`config.mk`:
```
export PLATFORM = sky130hd
export DESIGN_NAME = cleartext_sign_canonicalizer
export DESIGN_NICKNAME = d
export VERILOG_FILES = /design/src/csc_pkg.sv /design/src/csc_alu.sv /design/src/csc_space_buf.sv /design/src/cleartext_sign_canonicalizer.sv
export VERILOG_INCLUDE_DIRS = /design/src /design/src/src
export SDC_FILE = /design/constraint.sdc
export NUM_CORES = 1
export LEC_CHECK = 0
export BUFFER_PORTS_ARGS = -buffer_cell sky130_fd_sc_hd__buf_2
export CORE_ASPECT_RATIO = 1.4
export CORE_UTILIZATION = 45
export CTS_CLUSTER_SIZE = 28
export DETAILED_ROUTE_END_ITERATION = 16
export GPL_TIMING_DRIVEN = 0
export PLACE_DENSITY = 0.58
export SLEW_MARGIN = 10
export SYNTH_ARGS = -nofsm -noshare
export SYNTH_HDL_FRONTEND = slang
export SYNTH_SLANG_ARGS = --single-unit
```
`constraint.sdc`:
```
create_clock -name clk -period 5.7 [get_ports clk]
set_clock_uncertainty 0.15 [all_clocks]
set_input_delay 1.14 -clock clk [delete_from_list [all_inputs] [get_ports clk]]
set_output_delay 1.14 -clock clk [all_outputs]
set_load 0.1 [all_outputs]
```
`src/assert_macros.svh`:
```
// ----------------------------------------------------------------------------
// Assertion macros
// Shared concurrent assertion wrappers. All are clocked on clk and disabled
// while arst_n is low.
// ----------------------------------------------------------------------------
`ifndef ASSERT_MACROS_SVH
`define ASSERT_MACROS_SVH

// Plain property check.
`define CSC_ASSERT(lbl, prop, msg) \
	lbl: assert property (@(posedge clk) disable iff (!arst_n) prop) else $error(msg);

// Property checked only in cycles where the enable condition holds.
`define CSC_ASSERT_ON(lbl, en, prop, msg) \
	lbl: assert property (@(posedge clk) disable iff (!arst_n) (en) |-> (prop)) \
		else $error(msg);

`endif

```
`src/csc_pkg.sv`:
```
// ----------------------------------------------------------------------------
// csc_pkg
// Types, constants and helper functions of the cleartext sign canonicalizer.
// ----------------------------------------------------------------------------
package csc_pkg;

	typedef struct packed {
		logic [7:0] text_byte;
		logic       end_of_text;
	} text_item_t;

	typedef struct packed {
		logic [1:0] channel;
		logic [7:0] out_byte;
		logic       end_of_run;
		logic       text_done;
		logic       line_too_long;
		logic       space_overflow;
		logic       binary_suspect;
	} result_item_t;

	localparam int unsigned SPACE_DEPTH_DEF = 32;
	localparam int unsigned SPACE_CAP_MAX   = 42;

	localparam logic [15:0] MAX_LINE_RST = 16'd20000;
	localparam logic [15:0] WINDOW_RST   = 16'd8192;
	localparam logic [15:0] LIMIT_RST    = 16'd3;

	localparam logic [1:0] CFG_MAX_LINE = 2'd0;
	localparam logic [1:0] CFG_WINDOW   = 2'd1;
	localparam logic [1:0] CFG_LIMIT    = 2'd2;

	localparam logic [1:0] CH_TEXT   = 2'd0;
	localparam logic [1:0] CH_HASH   = 2'd1;
	localparam logic [1:0] CH_STATUS = 2'd2;

	localparam logic [7:0] CHR_TAB  = 8'h09;
	localparam logic [7:0] CHR_LF   = 8'h0A;
	localparam logic [7:0] CHR_CR   = 8'h0D;
	localparam logic [7:0] CHR_SP   = 8'h20;
	localparam logic [7:0] CHR_DASH = 8'h2D;
	localparam logic [7:0] CHR_F    = 8'h46;

	typedef enum logic [2:0] {
		ST_IDLE,
		ST_WIN,
		ST_CTRL,
		ST_LEN,
		ST_BIN,
		ST_EMIT
	} state_t;

	// Result steps in the order they go out for one transaction.
	typedef enum logic [3:0] {
		STEP_DASH0,
		STEP_DASH1,
		STEP_HELD,
		STEP_TBYTE,
		STEP_BREAK0,
		STEP_BREAK1,
		STEP_SPACE,
		STEP_HBYTE,
		STEP_EOTNL,
		STEP_STATUS
	} step_t;

	localparam int unsigned NUM_STEPS = 10;
	localparam int unsigned STEP_W    = 4;
	typedef logic [NUM_STEPS-1:0] plan_t;

	typedef struct packed {
		logic [15:0] a;
		logic [15:0] b;
	} alu_op_t;

	typedef struct packed {
		logic        lt;
		logic [15:0] inc;
	} alu_res_t;

	// Characters of "From ".
	function automatic logic [7:0] from_char(input logic [2:0] k);
		logic [7:0] c;
		unique case (k)
			3'd0:    c = 8'h46;
			3'd1:    c = 8'h72;
			3'd2:    c = 8'h6F;
			3'd3:    c = 8'h6D;
			3'd4:    c = CHR_SP;
			default: c = 8'h00;
		endcase
		return c;
	endfunction

	function automatic logic is_ctrl(input logic [7:0] b);
		return (b < 8'd32) && (b != CHR_TAB) && (b != CHR_CR) && (b != CHR_LF);
	endfunction

	function automatic logic is_ws(input logic [7:0] b);
		return (b == CHR_CR) || (b == CHR_SP) || (b == CHR_TAB);
	endfunction

endpackage

```
`src/csc_alu.sv`:
```
// ----------------------------------------------------------------------------
// csc_alu
// Shared 16-bit compare and saturating increment unit.
// ----------------------------------------------------------------------------
module csc_alu (
	input  csc_pkg::alu_op_t  op,
	output csc_pkg::alu_res_t res
);
	import csc_pkg::*;

	assign res.lt  = op.a < op.b;
	assign res.inc = (op.a == 16'hFFFF) ? op.a : op.a + 16'd1;

endmodule

```
`src/csc_space_buf.sv`:
```
// ----------------------------------------------------------------------------
// csc_space_buf
// Buffer for the trailing whitespace run of the current line. One write
// port and one read port with registered read data.
// ----------------------------------------------------------------------------
module csc_space_buf #(
	parameter  int unsigned DEPTH = csc_pkg::SPACE_DEPTH_DEF,
	localparam int unsigned AW    = (DEPTH > 1) ? $clog2(DEPTH) : 1
) (
	input  logic          clk,
	input  logic          we,
	input  logic [AW-1:0] wr_addr,
	input  logic [7:0]    wr_data,
	input  logic [AW-1:0] rd_addr,
	output logic [7:0]    rd_data
);
	import csc_pkg::*;

	logic [7:0] mem [DEPTH];

	always_ff @(posedge clk) begin
		if (we) begin
			mem[wr_addr] <= wr_data;
		end
	end

	always_ff @(posedge clk) begin
		rd_data <= mem[rd_addr];
	end

endmodule

```
`src/cleartext_sign_canonicalizer.sv`:
```
// ----------------------------------------------------------------------------
// cleartext_sign_canonicalizer
// Dash-escapes the signed text and canonicalizes the hash stream of a
// cleartext signature, with sticky long-line, whitespace and binary flags.
//
// Channel   Signals                                   Moves
// text      text_valid, text_ready, text_item        one byte or end of text
// result    result_valid, result_ready, result_item  one output byte or status
// config    cfg_we, cfg_index, cfg_data              one register write
//
// A text byte passes the window, control, length and binary states, an end of
// text only the binary state; results go out one per cycle unless the output
// stalls. The four compares of a byte all pass through the one shared compare
// and increment unit, and results leave through a single output register. The
// block is ready only in idle; a stalled result holds the sequencer. Reset
// clears all control state; the whitespace buffer needs no clearing pass.
// ----------------------------------------------------------------------------
`include "assert_macros.svh"

module cleartext_sign_canonicalizer #(
	parameter int unsigned SPACE_DEPTH = csc_pkg::SPACE_DEPTH_DEF
) (
	input  logic                  clk,
	input  logic                  arst_n,
	input  logic                  text_valid,
	output logic                  text_ready,
	input  csc_pkg::text_item_t   text_item,
	output logic                  result_valid,
	input  logic                  result_ready,
	output csc_pkg::result_item_t result_item,
	input  logic                  cfg_we,
	input  logic [1:0]            cfg_index,
	input  logic [15:0]           cfg_data
);
	import csc_pkg::*;

	localparam int unsigned SPACE_CAP = (SPACE_DEPTH < 1) ? 1 :
		((SPACE_DEPTH > SPACE_CAP_MAX) ? SPACE_CAP_MAX : SPACE_DEPTH);
	localparam int unsigned SCNT_W = $clog2(SPACE_CAP + 1);
	localparam int unsigned SIDX_W = (SPACE_CAP > 1) ? $clog2(SPACE_CAP) : 1;
	localparam int unsigned IDX_W  = (SCNT_W > 3) ? SCNT_W : 3;

	state_t state_q, state_d;

	logic [15:0] max_line_length_q, binary_window_q, binary_limit_q;

	logic        at_line_start_q, pending_break_q;
	logic [2:0]  held_count_q, held_n_q;
	logic [SCNT_W-1:0] space_count_q, space_n_q;
	logic [15:0] line_length_q, bytes_seen_q, control_count_q;
	logic [1:0]  err_q;
	logic        suspect_q, in_win_q;

	logic [7:0]  byte_q;
	logic        eot_q;
	plan_t       plan_q;
	logic [IDX_W-1:0] idx_q, idx_d, idx_inc;

	logic         result_valid_q;
	result_item_t result_q;

	alu_op_t  alu_op;
	alu_res_t alu_res;

	step_t  cur_step;
	plan_t  cur_bit;
	logic   rep_done, last, fire, accept;
	logic   nl, ws;
	logic   sp_we;
	logic [7:0] sp_rd;
	logic [7:0] emit_byte;
	logic [1:0] emit_ch;
	logic   emit_space, emit_held, status_out, status_ok;

	csc_alu u_alu (
		.op  (alu_op),
		.res (alu_res)
	);

	csc_space_buf #(
		.DEPTH (SPACE_CAP)
	) u_space (
		.clk     (clk),
		.we      (sp_we),
		.wr_addr (space_count_q[SIDX_W-1:0]),
		.wr_data (byte_q),
		.rd_addr (idx_d[SIDX_W-1:0]),
		.rd_data (sp_rd)
	);

	assign nl     = (byte_q == CHR_LF);
	assign ws     = is_ws(byte_q);
	assign accept = text_valid && text_ready;
	assign sp_we  = (state_q == ST_LEN) && !eot_q && !nl && ws &&
		(space_count_q < SCNT_W'(SPACE_CAP));

	// The lowest pending step is the next result to go out.
	always_comb begin
		cur_step = STEP_DASH0;
		for (int i = NUM_STEPS - 1; i >= 0; i--) begin
			if (plan_q[i]) begin
				cur_step = step_t'(STEP_W'(i));
			end
		end
	end

	assign cur_bit = plan_t'(1) << cur_step;
	assign idx_inc = idx_q + 1'b1;

	always_comb begin
		unique case (cur_step)
			STEP_HELD:  rep_done = (idx_inc == IDX_W'(held_n_q));
			STEP_SPACE: rep_done = (idx_inc == IDX_W'(space_n_q));
			default:    rep_done = 1'b1;
		endcase
	end

	assign last = rep_done && ((plan_q & ~cur_bit) == '0);
	assign fire = (state_q == ST_EMIT) && (plan_q != '0) &&
		(!result_valid_q || result_ready);

	always_comb begin
		if (accept) begin
			idx_d = '0;
		end else if (fire) begin
			idx_d = rep_done ? '0 : idx_inc;
		end else begin
			idx_d = idx_q;
		end
	end

	always_comb begin
		unique case (cur_step)
			STEP_DASH0:  begin emit_byte = CHR_DASH;              emit_ch = CH_TEXT;   end
			STEP_DASH1:  begin emit_byte = CHR_SP;                emit_ch = CH_TEXT;   end
			STEP_HELD:   begin emit_byte = from_char(idx_q[2:0]); emit_ch = CH_TEXT;   end
			STEP_TBYTE:  begin emit_byte = byte_q;                emit_ch = CH_TEXT;   end
			STEP_BREAK0: begin emit_byte = CHR_CR;                emit_ch = CH_HASH;   end
			STEP_BREAK1: begin emit_byte = CHR_LF;                emit_ch = CH_HASH;   end
			STEP_SPACE:  begin emit_byte = sp_rd;                 emit_ch = CH_HASH;   end
			STEP_HBYTE:  begin emit_byte = byte_q;                emit_ch = CH_HASH;   end
			STEP_EOTNL:  begin emit_byte = CHR_LF;                emit_ch = CH_TEXT;   end
			default:     begin emit_byte = 8'h00;                 emit_ch = CH_STATUS; end
		endcase
	end

	always_ff @(posedge clk or negedge arst_n) begin
		if (!arst_n) begin
			state_q <= ST_IDLE;
		end else begin
			state_q <= state_d;
		end
	end

	always_comb begin
		state_d    = state_q;
		text_ready = 1'b0;
		alu_op.a   = binary_limit_q;
		alu_op.b   = control_count_q;
		unique case (state_q)
			ST_IDLE: begin
				text_ready = 1'b1;
				if (text_valid) begin
					state_d = text_item.end_of_text ? ST_BIN : ST_WIN;
				end
			end
			ST_WIN: begin
				alu_op.a = bytes_seen_q;
				alu_op.b = binary_window_q;
				state_d  = ST_CTRL;
			end
			ST_CTRL: begin
				alu_op.a = control_count_q;
				alu_op.b = 16'hFFFF;
				state_d  = ST_LEN;
			end
			ST_LEN: begin
				alu_op.a = line_length_q;
				alu_op.b = max_line_length_q;
				state_d  = ST_BIN;
			end
			ST_BIN: begin
				state_d = ST_EMIT;
			end
			ST_EMIT: begin
				if (plan_q == '0 || (fire && last)) begin
					state_d = ST_IDLE;
				end
			end
			default: state_d = ST_IDLE;
		endcase
	end

	// Configuration registers.
	always_ff @(posedge clk or negedge arst_n) begin
		if (!arst_n) begin
			max_line_length_q <= MAX_LINE_RST;
			binary_window_q   <= WINDOW_RST;
			binary_limit_q    <= LIMIT_RST;
		end else if (cfg_we) begin
			unique case (cfg_index)
				CFG_MAX_LINE: max_line_length_q <= cfg_data;
				CFG_WINDOW:   binary_window_q   <= cfg_data;
				CFG_LIMIT:    binary_limit_q    <= cfg_data;
				default:      ;
			endcase
		end
	end

	// Transaction payload.
	always_ff @(posedge clk) begin
		if (accept) begin
			byte_q <= text_item.text_byte;
			eot_q  <= text_item.end_of_text;
		end
	end

	// Text state, plan of results and the step index.
	always_ff @(posedge clk or negedge arst_n) begin
		if (!arst_n) begin
			at_line_start_q <= 1'b1;
			pending_break_q <= 1'b0;
			held_count_q    <= '0;
			held_n_q        <= '0;
			space_count_q   <= '0;
			space_n_q       <= '0;
			line_length_q   <= '0;
			bytes_seen_q    <= '0;
			control_count_q <= '0;
			err_q           <= '0;
			suspect_q       <= 1'b0;
			in_win_q        <= 1'b0;
			plan_q          <= '0;
			idx_q           <= '0;
		end else begin
			idx_q <= idx_d;
			unique case (state_q)
				ST_IDLE: begin
					if (accept) begin
						plan_q <= '0;
					end
				end
				ST_WIN: begin
					in_win_q <= alu_res.lt;
					if (alu_res.lt) begin
						bytes_seen_q <= alu_res.inc;
					end
				end
				ST_CTRL: begin
					if (in_win_q && is_ctrl(byte_q)) begin
						control_count_q <= alu_res.inc;
					end
				end
				ST_LEN: begin
					pending_break_q <= nl;
					if (pending_break_q) begin
						plan_q[STEP_BREAK0] <= 1'b1;
						plan_q[STEP_BREAK1] <= 1'b1;
					end
					if (nl) begin
						space_count_q   <= '0;
						line_length_q   <= '0;
					end else begin
						if (!alu_res.lt) begin
							err_q[0] <= 1'b1;
						end
						line_length_q <= alu_res.inc;
						if (ws) begin
							if (sp_we) begin
								space_count_q <= space_count_q + 1'b1;
							end else begin
								err_q[1] <= 1'b1;
							end
						end else begin
							space_n_q          <= space_count_q;
							plan_q[STEP_SPACE] <= (space_count_q != '0);
							plan_q[STEP_HBYTE] <= 1'b1;
							space_count_q      <= '0;
						end
					end
				end
				ST_BIN: begin
					suspect_q <= alu_res.lt;
					held_n_q  <= held_count_q;
					if (eot_q) begin
						plan_q[STEP_HELD]   <= (held_count_q != '0);
						plan_q[STEP_EOTNL]  <= !pending_break_q;
						plan_q[STEP_STATUS] <= 1'b1;
						held_count_q        <= '0;
					end else if (nl) begin
						plan_q[STEP_HELD]  <= (held_count_q != '0);
						plan_q[STEP_TBYTE] <= 1'b1;
						held_count_q       <= '0;
						at_line_start_q    <= 1'b1;
					end else if (held_count_q != '0) begin
						if (held_count_q < 3'd4 && byte_q == from_char(held_count_q)) begin
							held_count_q <= held_count_q + 3'd1;
						end else begin
							// A full "From " line gets the dash escape.
							if (held_count_q == 3'd4 && byte_q == CHR_SP) begin
								plan_q[STEP_DASH0] <= 1'b1;
								plan_q[STEP_DASH1] <= 1'b1;
							end
							plan_q[STEP_HELD]  <= 1'b1;
							plan_q[STEP_TBYTE] <= 1'b1;
							held_count_q       <= '0;
						end
					end else if (at_line_start_q) begin
						at_line_start_q <= 1'b0;
						if (byte_q == CHR_DASH) begin
							plan_q[STEP_DASH0] <= 1'b1;
							plan_q[STEP_DASH1] <= 1'b1;
							plan_q[STEP_TBYTE] <= 1'b1;
						end else if (byte_q == CHR_F) begin
							held_count_q <= 3'd1;
						end else begin
							plan_q[STEP_TBYTE] <= 1'b1;
						end
					end else begin
						plan_q[STEP_TBYTE] <= 1'b1;
					end
				end
				ST_EMIT: begin
					if (fire) begin
						if (rep_done) begin
							plan_q <= plan_q & ~cur_bit;
						end
						// The end of text leaves everything ready for a new text.
						if (last && eot_q) begin
							at_line_start_q <= 1'b1;
							pending_break_q <= 1'b0;
							held_count_q    <= '0;
							space_count_q   <= '0;
							line_length_q   <= '0;
							bytes_seen_q    <= '0;
							control_count_q <= '0;
							err_q           <= '0;
						end
					end
				end
				default: ;
			endcase
		end
	end

	// Output register.
	always_ff @(posedge clk or negedge arst_n) begin
		if (!arst_n) begin
			result_valid_q <= 1'b0;
		end else if (fire) begin
			result_valid_q <= 1'b1;
		end else if (result_ready) begin
			result_valid_q <= 1'b0;
		end
	end

	always_ff @(posedge clk) begin
		if (fire) begin
			result_q.channel        <= emit_ch;
			result_q.out_byte       <= emit_byte;
			result_q.end_of_run     <= last;
			result_q.text_done      <= (cur_step == STEP_STATUS);
			result_q.line_too_long  <= err_q[0];
			result_q.space_overflow <= err_q[1];
			result_q.binary_suspect <= suspect_q;
		end
	end

	assign result_valid = result_valid_q;
	assign result_item  = result_q;

	assign emit_space = (state_q == ST_EMIT) && (plan_q != '0) && (cur_step == STEP_SPACE);
	assign emit_held  = (state_q == ST_EMIT) && (plan_q != '0) && (cur_step == STEP_HELD);
	assign status_out = result_valid && result_item.text_done;
	assign status_ok  = result_item.end_of_run && (result_item.channel == CH_STATUS);

	`CSC_ASSERT(busy_after_accept_a, accept |=> !text_ready, "ready right after accept")
	`CSC_ASSERT_ON(status_last_a, status_out, status_ok, "status result not last")
	`CSC_ASSERT_ON(space_idx_a, emit_space, idx_q < IDX_W'(space_n_q), "space index past run")
	`CSC_ASSERT_ON(held_idx_a, emit_held, idx_q < IDX_W'(held_n_q), "held index past prefix")
	`CSC_ASSERT(space_cnt_a, space_count_q <= SCNT_W'(SPACE_CAP), "space count above depth")

endmodule
```
# [After elaboration in Yosys (flattened, before gate mapping)]
# Memories as Yosys holds them, arrays and structs flattened. A register that Yosys moved wholly into a read port is not among the register bits.
# Cells that the tools add are included.
[classes] n_addsub=4 n_lt_le_gt_ge=4 n_eq_ne=67 shifts=1 muxes=98 bitwise_logic=4 n_reduce_logical=65
[ops] cell="2-to-1 mux 16 bit" n=6
[ops] cell="one-hot mux 16 bit (2 select lines)" n=3
[ops] cell="one-hot mux 32 bit (3 select lines)" n=1
[ops] cell="one-hot mux 7 bit (5 select lines)" n=2
[ops] cell="one-hot mux 8 bit (7 select lines)" n=1
[ops] cell="2-to-1 mux 6 bit" n=8
[ops] cell="2-to-1 mux 4 bit" n=11
[ops] cell="2-to-1 mux 3 bit" n=12
[ops] cell="!= test 2 bit, second input constant" n=17
[ops] cell="2-to-1 mux 8 bit" n=4
[ops] cell="2-to-1 mux 10 bit" n=3
[ops] cell="2-to-1 mux 2 bit" n=14
[ops] cell="== test 8 x 4 -> 1 bit, second input constant" n=3
[ops] cell="!= test 8 x 4 -> 1 bit, second input constant" n=3
[ops] cell="one-hot mux 4 bit (3 select lines)" n=2
[ops] cell="AND reduction 6 bit" n=4
[ops] cell="2-to-1 mux 1 bit" n=22
[ops] cell="logical NOT 10 bit" n=2
[ops] cell="AND reduction 5 bit" n=4
[ops] cell="== test 3 x 2 -> 1 bit, second input constant" n=6
[ops] cell="one-hot mux 3 bit (6 select lines)" n=1
[ops] cell="adder 16 x 1 -> 16 bit, second input constant" n=1
[ops] cell="== test 16 bit, second input constant" n=1
[ops] cell="== test 4 x 3 -> 1 bit, second input constant" n=4
[ops] cell="49 further kinds" n=108
[word_totals] register_bits=164 ram_bits=256 in_bits=32 out_inout_bits=17 n_memories=1
[memory_table] name="u_space.mem" depth=32 width=8 read_ports=1 rd_ports_with_merged_regs=1 write_ports=1 line_no="csc_space_buf.sv:19" source="logic [7:0] mem [DEPTH];"

# [Longest topological paths before layout]
# Gate-level depths: netlist of run 1.
[depth] depth_word=19 ltp_mapped=19

# [Cells and area by module]
# From an unflattened synthesis of run 1, not the netlist that was laid out.
[unflattened] cells_unflattened=1364 hier_area_um2=19583.8
[modules_own_cells] mod="csc_space_buf" instances=1 cells_each=417 area_per_inst_um2=10053.4 seq_area_each_um2=7847.5
[modules_own_cells] mod="cleartext_sign_canonicalizer" instances=1 cells_each=841 area_per_inst_um2=8722.1 seq_area_each_um2=4235.3
[modules_own_cells] mod="csc_alu" instances=1 cells_each=106 area_per_inst_um2=808.3 seq_area_each_um2=0.0

# [Worst setup path after synthesis of run 1]
# No wires, ideal clock.
[synth_path] path_kind="reg2reg" startpoint="register state_q[1]" endpoint="register u_space.rd_data[5], read port of u_space.mem" t_arrival_ps=4612 required_time_ps=5410 slack_ps=797 path_stages_with_launch=13 n_path_buf=4 period_less_slack_ps=4903 path_cell_list="dfrtp_1 nor3_1 and2_1 clkbuf_1 nor2_2 nand2_1 and2_1 buf_2 buf_2 buf_1 nand3_1 a32oi_1 a32oi_1"
[synth_via] word_cells_on_any_way=8
[synth_rtl] item="start, declared" line_no="cleartext_sign_canonicalizer.sv:43" source="state_t state_q, state_d;"
[synth_rtl] item="start signal, assigned" line_no="cleartext_sign_canonicalizer.sv:151" source="state_q <= state_d;"
[synth_rtl] item="logical NOT 3 bit" line_no="cleartext_sign_canonicalizer.sv:160" source="unique case (state_q)"
[synth_rtl] item="2-to-1 mux 1 bit" line_no="cleartext_sign_canonicalizer.sv:160"
[synth_rtl] item="named net text_ready" line_no="cleartext_sign_canonicalizer.sv:26" source="output logic text_ready,"
[synth_rtl] item="logical AND 1 bit" line_no="cleartext_sign_canonicalizer.sv:93" source="assign accept = text_valid && text_ready;"
[synth_rtl] item="named net accept" line_no="cleartext_sign_canonicalizer.sv:67" source="logic rep_done, last, fire, accept;"
[synth_rtl] item="2-to-1 mux 6 bit" line_no="cleartext_sign_canonicalizer.sv:123" source="if (accept) begin"
[synth_rtl] item="end, declared" line_no="csc_space_buf.sv:15" source="output logic [7:0] rd_data"
# The timed path passes the listed nets, and every way through them passes these cells. The select of a mux whose other input is x is not followed.
# A chain may end at the register's enable or synchronous reset.

# [Worst setup path after layout of run 1]
[layout_path] startpoint="register state_q[1]" endpoint="register bytes_seen_q[14]"
[layout_via] elab_chain_cells=6 word_cells_on_any_way=18
[layout_rtl] item="== test 3 x 2 -> 1 bit / == test 3 x 1 -> 1 bit (equally long branches)" line_no="cleartext_sign_canonicalizer.sv:160, cleartext_sign_canonicalizer.sv:237"
[layout_rtl] item="one-hot mux 32 bit (3 select lines)" line_no="cleartext_sign_canonicalizer.sv:160"
[layout_rtl] item="adder 16 x 1 -> 16 bit / == test 16 bit (equally long branches)" line_no="csc_alu.sv:12" source="assign res.inc = (op.a == 16'hFFFF) ? op.a : op.a + 16'd1;"
[layout_rtl] item="2-to-1 mux 16 bit" line_no="csc_alu.sv:12"
[layout_rtl] item="2-to-1 mux 16 bit" line_no="cleartext_sign_canonicalizer.sv:245" source="if (alu_res.lt) begin"
[layout_rtl] item="one-hot mux 16 bit (2 select lines)" line_no="cleartext_sign_canonicalizer.sv:237" source="unique case (state_q)"
[layout_rtl] item="end signal, assigned" line_no="cleartext_sign_canonicalizer.sv:246" source="bytes_seen_q <= alu_res.inc;"
[layout_rtl] item="end, declared" line_no="cleartext_sign_canonicalizer.sv:50" source="logic [15:0] line_length_q, bytes_seen_q, control_count_q;"
# Several ways; a longest one is shown, not always the timed one. The select of a mux whose other input is x is not followed.

==> impl_metrics.py, run 1 <==
metrics = {
    "route": {
        "wl_mm": 55.2,
        "dr.first_iter.drc_count": 863,
        "drt_pass1_iterations": 7,
        "vias_per_cell": 5.91,
        "vias": 13600,
        "antenna_left": 0,
        "highest_layer": "met4",
        "dr_wl_met2_mm": 29.4,
        "wl_per_cell_um": 24.0,
        "drc": 0,
        "wl_met3_mm": 2.11,
        "met1_length_mm": 21.0,
    },
    "critical_path": {
        "crit_type": "flop to flop",
        "reg2reg_from": "state_q[1]$_DFFE_PN0P_",
        "critPathTopFamily": "compound AO/OA/AOI/OAI gates",
        "max_stage_delay_ps": 900,
        "slowest_stage": "a2111oi_0",
        "cp-end-kind": "flop",
        "r2r_setup_slack_ps": 290,
        "crit_cells": 14,
        "timing.rr.end": "bytes_seen_q[14]$_DFFE_PN0P_",
        "cp_num_buf_inv": 4,
        "critical_path.max_fanout": 19,
        "cp-startpoint": "state_q[1]$_DFFE_PN0P_",
        "startpoint_type": "flop",
        "crit_end": "bytes_seen_q[14]$_DFFE_PN0P_",
        "reg2regPathDepth": 14,
        "crit_chain": "buf_2 -> clkinv_1 -> nor2_1 -> a21oi_1 -> o21ai_0 -> ha_1 -> o21ai_0 -> nand2b_1 -> a2111oi_0 -> o31ai_1 -> o31a_1 -> buf_2 -> buf_6 -> mux2_1",
        "crit_arrival_ps": 5690,
        "worstPathRequired_ps": 5980,
    },
    "yosys": {
        "synth_xor_area_share_pct": 1.17,
        "synth-seq-cells": 428,
        "muxShareOfSynthArea_pct": 7.44,
        "synth_top_cell_by_area": "edfxtp_1",
        "synth_nets": 1666,
        "seq_area_frac_synth_pct": 61.3,
        "ys_top_cells_by_area": "edfxtp_1 43%, dfrtp_1 17%, mux2_2 5.1%",
        "ys_types": 97,
        "synth_compound_area_share_pct": 14.2,
        "yosys.area_share.simple_pct": 11.0,
        "synth-adder-area-share_pct": 1.95,
        "netlist_instances": 1604,
        "avgSynthCellArea_um2": 12.3,
        "synthArstFlopShare_pct": 32.7,
        "syn-cell-area_mm2": 0.0197,
        "synth_top_family_by_area": "compound AO/OA/AOI/OAI gates",
        "synth_edf_count": 280,
        "yosys_warnings": 0,
        "synthDominantCellAreaShare_pct": 42.7,
        "synth_flop_cell": "edfxtp_1",
    },
    "clock_network": {
        "clockRootBuffer": "clkbuf_16",
        "cts-buffers-inserted": 44,
        "cts_sinks": 428,
        "clk_latency_ps": 570,
        "hold_buffers": 0,
        "cts_htree_levels": 2,
        "clk_pin_slew_ps": 60,
        "tritoncts": "yes",
        "cts_buffer_depth": 3,
    },
    "timing": {
        "rsz0062_at_grt": "no",
        "period_minus_slack_ps": 5410,
        "holdWs_ps": 296,
        "maxSlewHeadroom_pct": 19.3,
        "fin_crit_sh_pct": 94.8,
        "fmax_mhz": 185,
        "maxSlewViolCount": 0,
        "worstMarginPinSlew_ps": 1210,
        "layout_setup_ws_ps": 294,
        "finalHoldViolations": 0,
        "setup_viol": 0,
    },
    "floorplan": {
        "die-area_mm2": 0.0447,
        "fp.coreArea_mm2": 0.0431,
        "fp.dieH_um": 250,
        "die_w_um": 179,
        "io_pins": 49,
        "start_util_pct": 45.7,
        "rows": 90,
    },
    "grt": {
        "antenna_found_initial": 0,
        "grt_max_degree": 85,
        "grt_pass1_wl_mm": 83.6,
        "grt_pass1_vias": 13800,
        "overflow": 0,
        "gr-usage-all-layers_pct": 25.2,
    },
    "power_and_ir_drop": {
        "p_sw_mw": 4.33,
        "power-per-cell-area_mw_per_mm2": 508,
        "p_leak_nw": 8.49,
        "clockPowerShare_pct": 26.3,
        "irDropWorstVdd_mv": 0.282,
        "seq_power_share_pct": 35.8,
        "pwr-share-comb_pct": 37.9,
        "internal-power_mw": 7.08,
        "power_switching_share_pct": 37.9,
    },
    "finish": {
        "drive_above_1_share_pct": 18.7,
        "fill_cells": 3779,
        "nets": 1771,
        "fin_util_pct": 52.1,
        "register_area_mm2": 0.0121,
        "diodes": 0,
        "multi_input_area_mm2": 0.00703,
        "area_growth_pct": 13.9,
    },
    "outcome": {
        "run_status": "complete, no violations",
    },
    "hold_path": {
        "hold_path.class": "flop to flop",
        "min_path_cells": 0,
    },
    "place": {
        "routabilityCongestion": 0.893,
        "pre_cts_slack_ps": -143,
        "dp_hpwl_mm": 39.7,
        "numPortBuffers": 48,
    },
    "job": {
        "cap_violations": 0,
    },
}
worst reg2reg max path: stages (launching register included):
cell and delay (ps):
dfrtp_1 440, buf_2 480, clkinv_1 460, nor2_1 200
a21oi_1 60, o21ai_0 610, ha_1 360, o21ai_0 80
nand2b_1 70, a2111oi_0 900, o31ai_1 420, o31a_1 330
buf_2 210, buf_6 200, mux2_1 320
cells in the final DEF, fill, tap and decap left out, drive strengths merged, types with 21 or more instances in the layout:
cell type  count
a211oi        34
a21boi        22
a21oi        108
a22o          24
a22oi         21
buf          112
clkbuf        86
dfrtp        131
edfxtp       280
ha            30
inv           27
mux2         100
mux2i         34
nand2        217
nand3         36
nor2         107
o21ai         82
flip-flops by register name, summed over array words and instances, names as in the netlist:
register	count
err_q	2
in_win_q	1
max_line_length_q	16
held_count_q	3
state_q	3
eot_q	1
bytes_seen_q	16
binary_limit_q	16
idx_q	6
control_count_q	16
line_length_q	16
space_count_q	6
at_line_start_q	1
suspect_q	1
binary_window_q	16
plan_q	10
u_space.rd_data	8
pending_break_q	1
held_n_q	3
u_space.mem	256
space_n_q	6
result_valid	1
result_item	15
byte_q	8
repair_timing:
| item | in CTS | in global routing |
|---|---|---|
| endpoints found under the hold margin | 0 | 0 |
| resized for setup | 1 | 0 |
| cloned | 0 | 0 |
| setup endpoints to repair | 9 | 8 |
| setup buffers | 0 | 0 |
| pin swaps | 0 | 0 |
logic make-up (layout without fill, tap and decap cells):
family	after synthesis	in the layout
AO/OA/AOI/OAI	413	413
buffers and inverters	109	250
AND/OR/NAND/NOR	466	466
multiplexers	134	134
XOR/XNOR	23	23
adder cells (fa/ha/maj)	31	31
flip-flops	428	428
power groups by stage:
stage	Combinational (mW)	Clock, mW	Sequential, mW
after detailed placement	4.30	0	4.14
after global routing	4.66	3.14	4.13
after floorplan	2.72	0	4.28
final	4.32	3.00	4.08
after CTS	4.32	3.05	4.08
after global placement	4.12	0	4.21
area by class of cell:
| class | instances | area share (%) |
|---|---|---|
| buffer | 79 | 2.13 |
| clock buffer | 59 | 5.85 |
| clock inverter | 23 | 0.942 |
| inverter | 29 | 0.513 |
| multi-input combinational | 1067 | 31.3 |
| sequential | 428 | 53.8 |
| tap | 552 | 3.08 |
| timing repair buffer | 60 | 2.36 |
synth_stat cells (21+ instances only):
| cell type | count |
|---|---|
| edfxtp_1 | 280 |
| nand2_1 | 216 |
| dfrtp_1 | 131 |
| a21oi_1 | 108 |
| nor2_1 | 101 |
| mux2_2 | 90 |
| o21ai_0 | 71 |
| mux2i_1 | 34 |
| nand3_1 | 34 |
| ha_1 | 30 |
| a211oi_1 | 28 |
| clkbuf_1 | 26 |
| a22o_1 | 24 |
| inv_1 | 23 |
| a21boi_0 | 22 |
| buf_2 | 22 |
| a22oi_1 | 21 |
routing by layer:
layer  up-vias  GRT usage, %
li1       6233             -
met1      6809          29.1
met2       396          45.5
met3       126          2.64
met4         0          12.8
met5         -             0
through the flow:
stage	instances	TNS (ps)	cell area (µm²)	power [mW]
6_report	2297	0	22500	11.4
5_1_grt	2297	0	22500	11.9
4_1_cts	2298	0	22500	11.4
3_5_place_dp	2216	-939	20900	8.44
3_3_place_gp	2204	-979	20600	8.33
2_1_floorplan	1604	0	19700	7.00
worst min path at each step:
stage	startpoint	to	slack [ps]
after global routing	err_q[0]$_DFFE_PN0P_	result_item[2]$_DFFE_PP_	320
after detailed placement	suspect_q$_DFFE_PN0P_	result_item[0]$_DFFE_PP_	280
after global placement	suspect_q$_DFFE_PN0P_	result_item[0]$_DFFE_PP_	280
final	suspect_q$_DFFE_PN0P_	result_item[0]$_DFFE_PP_	300
after floorplan	suspect_q$_DFFE_PN0P_	result_item[0]$_DFFE_PP_	270
after CTS	suspect_q$_DFFE_PN0P_	result_item[0]$_DFFE_PP_	300
(Power assumes the default switching activity.)
==> inputs of run 2 (changes only) <==
--- a/config.mk
+++ b/config.mk
@@ -8,11 +8,11 @@
 export LEC_CHECK = 0
 export BUFFER_PORTS_ARGS = -buffer_cell sky130_fd_sc_hd__buf_2
 export CORE_ASPECT_RATIO = 1.4
-export CORE_UTILIZATION = 45
-export CTS_CLUSTER_SIZE = 28
+export CORE_UTILIZATION = 40
 export DETAILED_ROUTE_END_ITERATION = 16
 export GPL_TIMING_DRIVEN = 0
-export PLACE_DENSITY = 0.58
+export PLACE_DENSITY = 0.52
+export REMOVE_ABC_BUFFERS = 1
 export SLEW_MARGIN = 10
 export SYNTH_ARGS = -nofsm -noshare
 export SYNTH_HDL_FRONTEND = slang
==> impl_metrics.py, run 2 (synthesized netlist as in run 1, its figures left out) <==
metrics = {
    "power_and_ir_drop": {
        "power-per-cell-area_mw_per_mm2": 496,
        "seq_power_share_pct": 38.4,
        "irDropWorstVdd_mv": 0.373,
        "total_power_mw": 11.0,
        "clockPowerShare_pct": 25.4,
        "p_leak_nw": 8.22,
        "internal-power_mw": 6.82,
        "pwr-share-comb_pct": 36.2,
        "p_sw_mw": 4.17,
        "power_switching_share_pct": 37.9,
    },
    "place": {
        "numPortBuffers": 48,
        "routabilityCongestion": 0.842,
        "post_dp_cell_area_mm2": 0.0207,
        "dp_hpwl_mm": 35.1,
    },
    "outcome": {
        "run_status": "complete, no violations",
    },
    "critical_path": {
        "crit_chain": "ha_1 -> and3_4 -> xnor2_1 -> or4b_1 -> a21oi_1 -> o21ai_2 -> o21a_4 -> a32oi_4 -> inv_2 -> nor2_4 -> a21boi_0 -> a31oi_1 -> a32oi_1",
        "cp-end-kind": "flop",
        "reg2reg_from": "idx_q[0]$_DFF_PN0_",
        "startpoint_type": "flop",
        "worstPathRequired_ps": 5930,
        "max_stage_delay_ps": 990,
        "timing.rr.end": "u_space.rd_data[4]$_DFF_P_",
        "critical_path.max_fanout": 25,
        "slowest_stage": "a32oi_4",
        "crit_type": "flop to flop",
        "reg2regPathDepth": 13,
        "r2r_setup_slack_ps": 220,
        "crit_arrival_ps": 5710,
    },
    "clock_network": {
        "tritoncts": "yes",
        "clockRootBuffer": "clkbuf_16",
        "hold_buffers": 0,
        "cts-buffers-inserted": 43,
        "cts_buffer_depth": 3,
        "cts_sinks": 428,
        "cts_htree_levels": 2,
        "clk_latency_ps": 580,
        "clk_pin_slew_ps": 60,
    },
    "timing": {
        "worstMarginPinSlew_ps": 1210,
        "maxSlewViolCount": 0,
        "period_minus_slack_ps": 5480,
        "maxSlewHeadroom_pct": 19.4,
        "rsz0062_at_grt": "no",
        "fmax_mhz": 183,
        "fin_crit_sh_pct": 96.1,
        "setup_viol": 0,
        "finalHoldViolations": 0,
    },
    "route": {
        "dr.first_iter.drc_count": 871,
        "vias_per_cell": 5.61,
        "wl_per_cell_um": 22.9,
        "wl_mm": 52.7,
        "drc": 0,
        "drt_pass1_iterations": 5,
        "vias": 12900,
        "antenna_left": 0,
    },
    "grt": {
        "overflow": 0,
        "grt_busiest_layer": "met2",
        "gr-usage-all-layers_pct": 21.3,
        "grt_max_degree": 97,
        "met3_usage_pct": 2.78,
        "antenna_found_initial": 0,
        "grt_pass1_wl_mm": 80.6,
        "grt_use_met2_pct": 39.1,
        "grtUsageMet1_pct": 25.7,
        "grt_pass1_vias": 13100,
    },
    "finish": {
        "stdcell_area_mm2": 0.0221,
        "drive_above_1_share_pct": 17.3,
        "nets": 1699,
        "largest_reg_flops": 256,
        "final_common_cell": "edfxtp_1",
        "regMostFlops": "u_space.mem",
        "layout_common_cells": "280 x edfxtp_1, 215 x nand2_1, 128 x dfrtp_1",
        "fin_util_pct": 45.7,
        "area_growth_pct": 12.3,
    },
    "floorplan": {
        "fp.coreArea_mm2": 0.0484,
        "start_util_pct": 40.7,
        "fp.dieH_um": 265,
        "io_pins": 49,
        "die-area_mm2": 0.0502,
        "die_w_um": 190,
        "rows": 95,
    },
    "job": {
        "cap_violations": 0,
    },
    "hold_path": {
        "min_path_cells": 0,
        "hold_path.startpoint": "err_q[1]$_DFFE_PN0P_",
        "hold_path.class": "flop to flop",
        "worstHoldEndpoint": "result_item[1]$_DFFE_PP_",
    },
}
run 2: cell count changes in the layout (fill, tap and decap cells not counted), moves of 6 or more:
| cell | change |
|---|---|
| buf_2 | -23 |
| buf_4 | -15 |
| buf_6 | -12 |
| clkbuf_1 | -20 |
| clkbuf_16 | -6 |
run 2: area by class of cell:
| class | count | area, µm² |
|---|---|---|
| repair buffers | 68 | 661 |
| clock inverters | 19 | 158 |
| well taps | 630 | 788 |
| flip-flops and latches | 428 | 12100 |
| inverters | 29 | 129 |
| fillers | 4372 | 26200 |
| multi-input cells | 1067 | 7090 |
| clock buffers | 61 | 1210 |
| diodes | 1 | 2.50 |
run 2: metrics by stage:
stage	instances	setup slack (ps)	hold slack (ps)	setup TNS, ps
2_1_floorplan	1524	-3970	275	-35220
3_3_place_gp	2202	-7900	288	-151290
3_5_place_dp	2222	-1420	289	-10270
4_1_cts	2302	22.7	302	0
5_1_grt	2302	49.6	307	0
6_report	2303	223	302	0
run 2: worst max path at each step:
stage                           startpoint                    endpoint  cells past startpoint
global route            idx_q[0]$_DFF_PN0_  u_space.rd_data[2]$_DFF_P_                     15
detailed placement  state_q[2]$_DFFE_PN0P_  u_space.rd_data[0]$_DFF_P_                     14
finish                  idx_q[0]$_DFF_PN0_  u_space.rd_data[4]$_DFF_P_                     13
floorplan           state_q[1]$_DFFE_PN0P_  u_space.rd_data[0]$_DFF_P_                     10
global placement    state_q[0]$_DFFE_PN0P_  u_space.rd_data[0]$_DFF_P_                     12
CTS                     idx_q[0]$_DFF_PN0_  u_space.rd_data[7]$_DFF_P_                     15
run 2: routing by layer:
metal | part of all wire, % | vias to the layer above
li1 | - | 6069
met1 | 41 | 6507
met2 | 54 | 260
met3 | 3.1 | 80
met4 | 2.5 | 0
met5 | 0 | -
run 2: power by group through the flow:
stage	Clock, mW	Sequential [mW]	Combinational, mW
floorplan	0	4.37	2.47
global placement	0	4.37	3.77
detailed placement	0	4.28	3.98
CTS	2.87	4.22	4.01
global route	2.97	4.28	4.33
finish	2.79	4.22	3.97
run 2: timing repair:
item                       4_1_cts  5_1_grt
setup endpoints to repair        9        6
setup buffers                    0        0
gates resized for setup         11        1
run 2: critical path, delay by kind of cell, from the launching register on:
kind	cells	cell delay, ps
xor gates and xnor gates	1	60
and+or+nand+nor	3	1140
adders and majority gates	1	370
AOI/OAI and AO/OA	7	2420
DFF	1	550
buffers and inverters	1	560
